`config.mk`:
```
export PLATFORM = sky130hd
export DESIGN_NAME = tmcr_wrap
export DESIGN_NICKNAME = d
export VERILOG_FILES = /design/src/sv/tmcr_pkg.sv /design/src/sv/tmcr_wrap.sv
export SDC_FILE = /design/constraint.sdc
export NUM_CORES = 1
export LEC_CHECK = 0
export ABC_AREA = 1
export BUFFER_PORTS_ARGS = -buffer_cell sky130_fd_sc_hd__buf_2
export CORE_MARGIN = 2
export CORE_UTILIZATION = 30
export CTS_BUF_LIST = sky130_fd_sc_hd__clkbuf_16
export CTS_CLUSTER_DIAMETER = 30
export CTS_CLUSTER_SIZE = 10
export DETAILED_ROUTE_END_ITERATION = 7
export SYNTH_ARGS = -nofsm -noshare
export SYNTH_HDL_FRONTEND = slang
export SYNTH_SLANG_ARGS = --single-unit
```
`constraint.sdc`:
```
create_clock -name clk -period 0.8 [get_ports clk]
set_clock_uncertainty 0.15 [all_clocks]
set_input_delay 0.04 -clock clk [delete_from_list [all_inputs] [get_ports clk]]
set_output_delay 0.04 -clock clk [all_outputs]
set_load 0.01 [all_outputs]
```
`src/sv/tmcr_pkg.sv`:
```
// Shared types, constants and codes for the text mode character renderer.
package tmcr_pkg;

  // Default store geometry
  localparam int unsigned SCREEN_WORDS_DEF = 2048;
  localparam int unsigned GLYPH_COUNT_DEF  = 2048;

  // Cell drawing width; pixels beyond the output width are dropped
  localparam int unsigned CELL_WIDTH = 10;
  localparam int unsigned PIX_W      = 10;
  localparam int unsigned WORD_W     = 16;
  localparam int unsigned ADDR_W     = 15;
  localparam int unsigned ROW_W      = 4;
  localparam int unsigned CODE_W     = 11;   // glyph index field of a screen word

  // Screen word attribute bits
  localparam int unsigned STRIKE_BIT  = 12;
  localparam int unsigned UNDER_BIT   = 13;
  localparam int unsigned INTENS_BIT  = 14;
  localparam int unsigned INVERT_BIT  = 15;
  // Glyph word fill-enable bits
  localparam int unsigned G_STRIKE_BIT = 14;
  localparam int unsigned G_UNDER_BIT  = 15;

  localparam logic [WORD_W-1:0] CELL_MASK =
      WORD_W'((17'd1 << CELL_WIDTH) - 17'd1);

  // Operation codes
  localparam logic [1:0] OP_SCREEN_WR = 2'd0;
  localparam logic [1:0] OP_GLYPH_WR  = 2'd1;
  localparam logic [1:0] OP_RENDER    = 2'd2;

  typedef struct packed {
    logic [1:0]        operation;
    logic [ADDR_W-1:0] address;
    logic [ROW_W-1:0]  glyph_row;
    logic [WORD_W-1:0] write_data;
  } in_item_t;

  typedef struct packed {
    logic [PIX_W-1:0] pixel_mask;
    logic             high_intensity;
  } out_item_t;

  typedef enum logic [3:0] {
    ST_IDLE,
    ST_ADDR,
    ST_ADDR_Q,
    ST_ADDR_R,
    ST_CODE,
    ST_GIDX_Q,
    ST_GIDX_R,
    ST_SHADE,
    ST_DONE
  } tmcr_state_t;

endpackage

```
`src/sv/tmcr_wrap.sv`:
```
// Two-stage modulo reduction by the screen size or the glyph count.
module tmcr_wrap
  import tmcr_pkg::*;
#(
  parameter int unsigned SCREEN_WORDS = SCREEN_WORDS_DEF,
  parameter int unsigned GLYPH_COUNT  = GLYPH_COUNT_DEF,
  parameter int unsigned RW           = 11
) (
  input  logic              clk,
  input  logic              sel_glyph,
  input  logic [ADDR_W-1:0] x,
  output logic [RW-1:0]     r
);

  // Reciprocal constants: exact quotient for every x below 2**ADDR_W
  localparam int unsigned MW     = 17;
  localparam int unsigned NW     = 13;
  localparam int unsigned SCR_SH = ADDR_W + $clog2(SCREEN_WORDS);
  localparam int unsigned GLY_SH = ADDR_W + $clog2(GLYPH_COUNT);
  localparam logic [MW-1:0] SCR_M =
      MW'(((64'd1 << SCR_SH) + SCREEN_WORDS - 1) / SCREEN_WORDS);
  localparam logic [MW-1:0] GLY_M =
      MW'(((64'd1 << GLY_SH) + GLYPH_COUNT - 1) / GLYPH_COUNT);
  localparam logic [NW-1:0] SCR_N = NW'(SCREEN_WORDS);
  localparam logic [NW-1:0] GLY_N = NW'(GLYPH_COUNT);

  logic [ADDR_W+MW-1:0] prod;
  logic [ADDR_W-1:0]    q_next;
  logic [ADDR_W-1:0]    x_s1;
  logic [ADDR_W-1:0]    q_s1;
  logic                 sel_s1;
  logic [ADDR_W+NW-1:0] qn;
  logic [NW-1:0]        n_s1;
  logic [ADDR_W-1:0]    diff;
  logic [ADDR_W-1:0]    r_next;

  // Stage 1: quotient by reciprocal multiply
  always_comb begin
    prod = (ADDR_W+MW)'(x) * (ADDR_W+MW)'(sel_glyph ? GLY_M : SCR_M);
    if (sel_glyph) begin
      q_next = ADDR_W'(prod >> GLY_SH);
    end else begin
      q_next = ADDR_W'(prod >> SCR_SH);
    end
  end

  always_ff @(posedge clk) begin
    x_s1   <= x;
    q_s1   <= q_next;
    sel_s1 <= sel_glyph;
  end

  // Stage 2: remainder with one correction step
  always_comb begin
    n_s1   = sel_s1 ? GLY_N : SCR_N;
    qn     = (ADDR_W+NW)'(q_s1) * (ADDR_W+NW)'(n_s1);
    diff   = x_s1 - qn[ADDR_W-1:0];
    r_next = (diff >= ADDR_W'(n_s1)) ? diff - ADDR_W'(n_s1) : diff;
  end

  always_ff @(posedge clk) begin
    r <= r_next[RW-1:0];
  end

endmodule

```
==> results.md <==
* Outcome: finished with violations
* Failing checks: setup timing
* Final Setup Violations at 11
* Critical path required time at 0.61 ns
* Worst Tran Pin Value at about 0.058 ns
* Arr. time, crit path at 0.67 ns
* Filler instances at 114
* Fin cells at 73
* Endpoint of the worst hold path: r[9]
* Synth-to-layout area growth at 71.31%
* Worst hold path cell count at 0
* Kind of start point of the critical path: flip-flop
* Port Buffers at 22
* GRT Resource Usage Total at 0.07672
* Sw frac at 0.1635
* Slowest cell on crit path: dfxtp_1
* Clock share of power at 0.434
* Clk sinks at 22
* Delay of the slowest critical-path stage at about 0.30 ns
* Post-Syn Instances at 22
* Die H at 42.32 µm
* Clock Latency Late Sink at 0.24 ns
* Initial cell density of the core at 0.3302
* Final min period at 0.8602 ns
* H-tree Lvls at 1
* Final net count at 77
* P_sw at 0.0003685 W
* Share of cells above drive strength 1 at 0.4310
* Number of post-CTS setup repair buffers at 0
* Reg2Reg Depth at 0
* GPL Wtd Cong at 0.5629
* Seq cells post-synth at 22
* R2R setup slack at 0.25 ns
* DRC at 0
* CTS tree: done
* # IOs at 28
* CTS resizes at 0
* Number of CTS-inserted buffers at 3
* Reg2reg start: x_s1[4]
* Pwr dens at 2987 nW/µm²
* WS Path Type: flip-flop to output port
* Core ar. at about 1300 µm²
* Worst-path fanout max at 1
* Pleak at 0.3551 nW
* Via count at 263
* Clock root buffer: clkbuf_16
* Synth warn at 0
* CP Capture Type: output port
* Seq/Total Area, Yosys at 1.000
* Fin area at roughly 750 µm²
* Clock Path Buffers at 2
* Grt ovf at 0
* Placed inst area at 569.3 µm²
* Cell internal pwr at 0.001885 W
* Detailed Route WL at 630 µm
* Row cnt at 13
* Crit path cell chain: buf_2
* Initial antenna violation count at 0
* Power Total at 0.002254 W
* Ant diodes at 0
* Wire per inst at between 8 and 9 µm
* RSZ-0062 raised after global routing: yes
* Crit path buf inv count at 1
* Max-slew headroom at 0.9610
* Clock slew at reported path FFs at 0.05 ns
* Peak supply drop at 0.002570 V
* Chip width at 42.32 µm
* Comb power frac at 0.048
* Distinct cells, synth at 1
* Final WS setup at -0.06024 ns
* Max Cap Viol at 0
* Routed Antenna Nets at 0
* 1st-iter DRT viols at 3
* First-pass GRT wire length at roughly 900 µm
* Worst reg2reg endpoint: r[4]
* Max Slew Vio Count at 0
* Crit-path leading delay family: flip-flops
* Area of the multi-input gates at 0 µm²
* Hold Vio Cnt, Final at 0
* Synth Cell Area at around 440 µm²
* Largest net degree at the start of global routing at 12
* Hold wc startpoint: x_s1[9]
* Die area at 1791 µm²
* Post-Place Cells at 59
* Vias in the first global route at 226
* Vias per cell at 3.603
* Final period utilization at 1.075
* Multi-input gates at 0
* Hold slack at 0.1730 ns
* Seq pwr share at 0.518
* Post-Syn Nets at 39
* Post-Syn Area per Cell at ~20 µm²
* Drt pass-1 iters at 2
* HP Class: flip-flop to flip-flop
* Max Freq at around 1200 MHz
==> worst max-delay path by stage <==
stage | endpoint | cells after the start | slack [ns] | startpoint
2_1_floorplan | r[0] | 0 | 0.27 | x_s1[0]
3_3_place_gp | r[8] | 1 | 0.20 | r[8]
3_5_place_dp | r[6] | 1 | 0.19 | r[6]
4_1_cts | r[6] | 1 | -0.07 | r[6]
5_1_grt | r[8] | 1 | -0.09 | r[8]
6_report | r[6] | 1 | -0.06 | r[6]
==> power by group through the flow <==
stage	Sequential [W]	Combinational [W]	Clock [W]
floorplan	0.00121	0	0
global placement	0.00119	0.0000674	0
detailed placement	0.00119	0.0000688	0
CTS	0.00117	0.000110	0.00101
global route	0.00117	0.000117	0.00105
finish	0.00117	0.000109	0.000979
==> layout by cell type (no fill, tap or decap) <==
cell type,synthesis,routed
clkbuf_16,0,3
dfxtp_1,22,22
buf_2,0,22
dlygate4sd3_1,0,11
==> metrics by stage <==
| step | setup TNS, ns | util | setup slack (ns) |
|---|---|---|---|
| 2_1_floorplan | 0 | - | 0.2700 |
| 3_3_place_gp | 0 | 0.4268 | 0.2026 |
| 3_5_place_dp | 0 | 0.4268 | 0.1935 |
| 4_1_cts | -0.6346 | 0.5657 | -0.07419 |
| 5_1_grt | -0.8121 | 0.5657 | -0.08917 |
| 6_report | -0.5478 | 0.5657 | -0.06024 |
==> cells by family (layout without fill, tap and decap cells) <==
group	after synthesis	in the layout	synth area share
flip-flops	22	22	1.000
buffers and inverters	0	36	0
==> state kept, by name (all words and copies together) (netlist names) <==
name / flops
x_s1: 11
r: 11
==> synthesized netlist by cell type <==
cell,instances,area [µm²]
dfxtp_1,22,440.4
==> cell type report <==
cell class	count	area (µm²)	area share
tap	15	18.77	0.02488
sequential	22	440.4	0.5837
timing repair buffer	33	220.2	0.2919
clock buffer	3	75.07	0.09950
==> what timing repair did <==
action,in CTS,in global routing
endpoints found under the hold margin,11,0
endpoints found under the setup margin,11,11
hold buffers,11,0
gates cloned,0,0
==> layer usage <==
metal / share of wire / vias to the layer above / global-route usage
li1: - / 139 / -
met1: 0.38 / 110 / 0.06952
met2: 0.50 / 12 / 0.1077
met3: 0.10 / 2 / 0.06897
met4: 0.017 / 0 / 0.05625
met5: 0 / - / 0
Note: power is estimated with default switching activity, not from simulation.
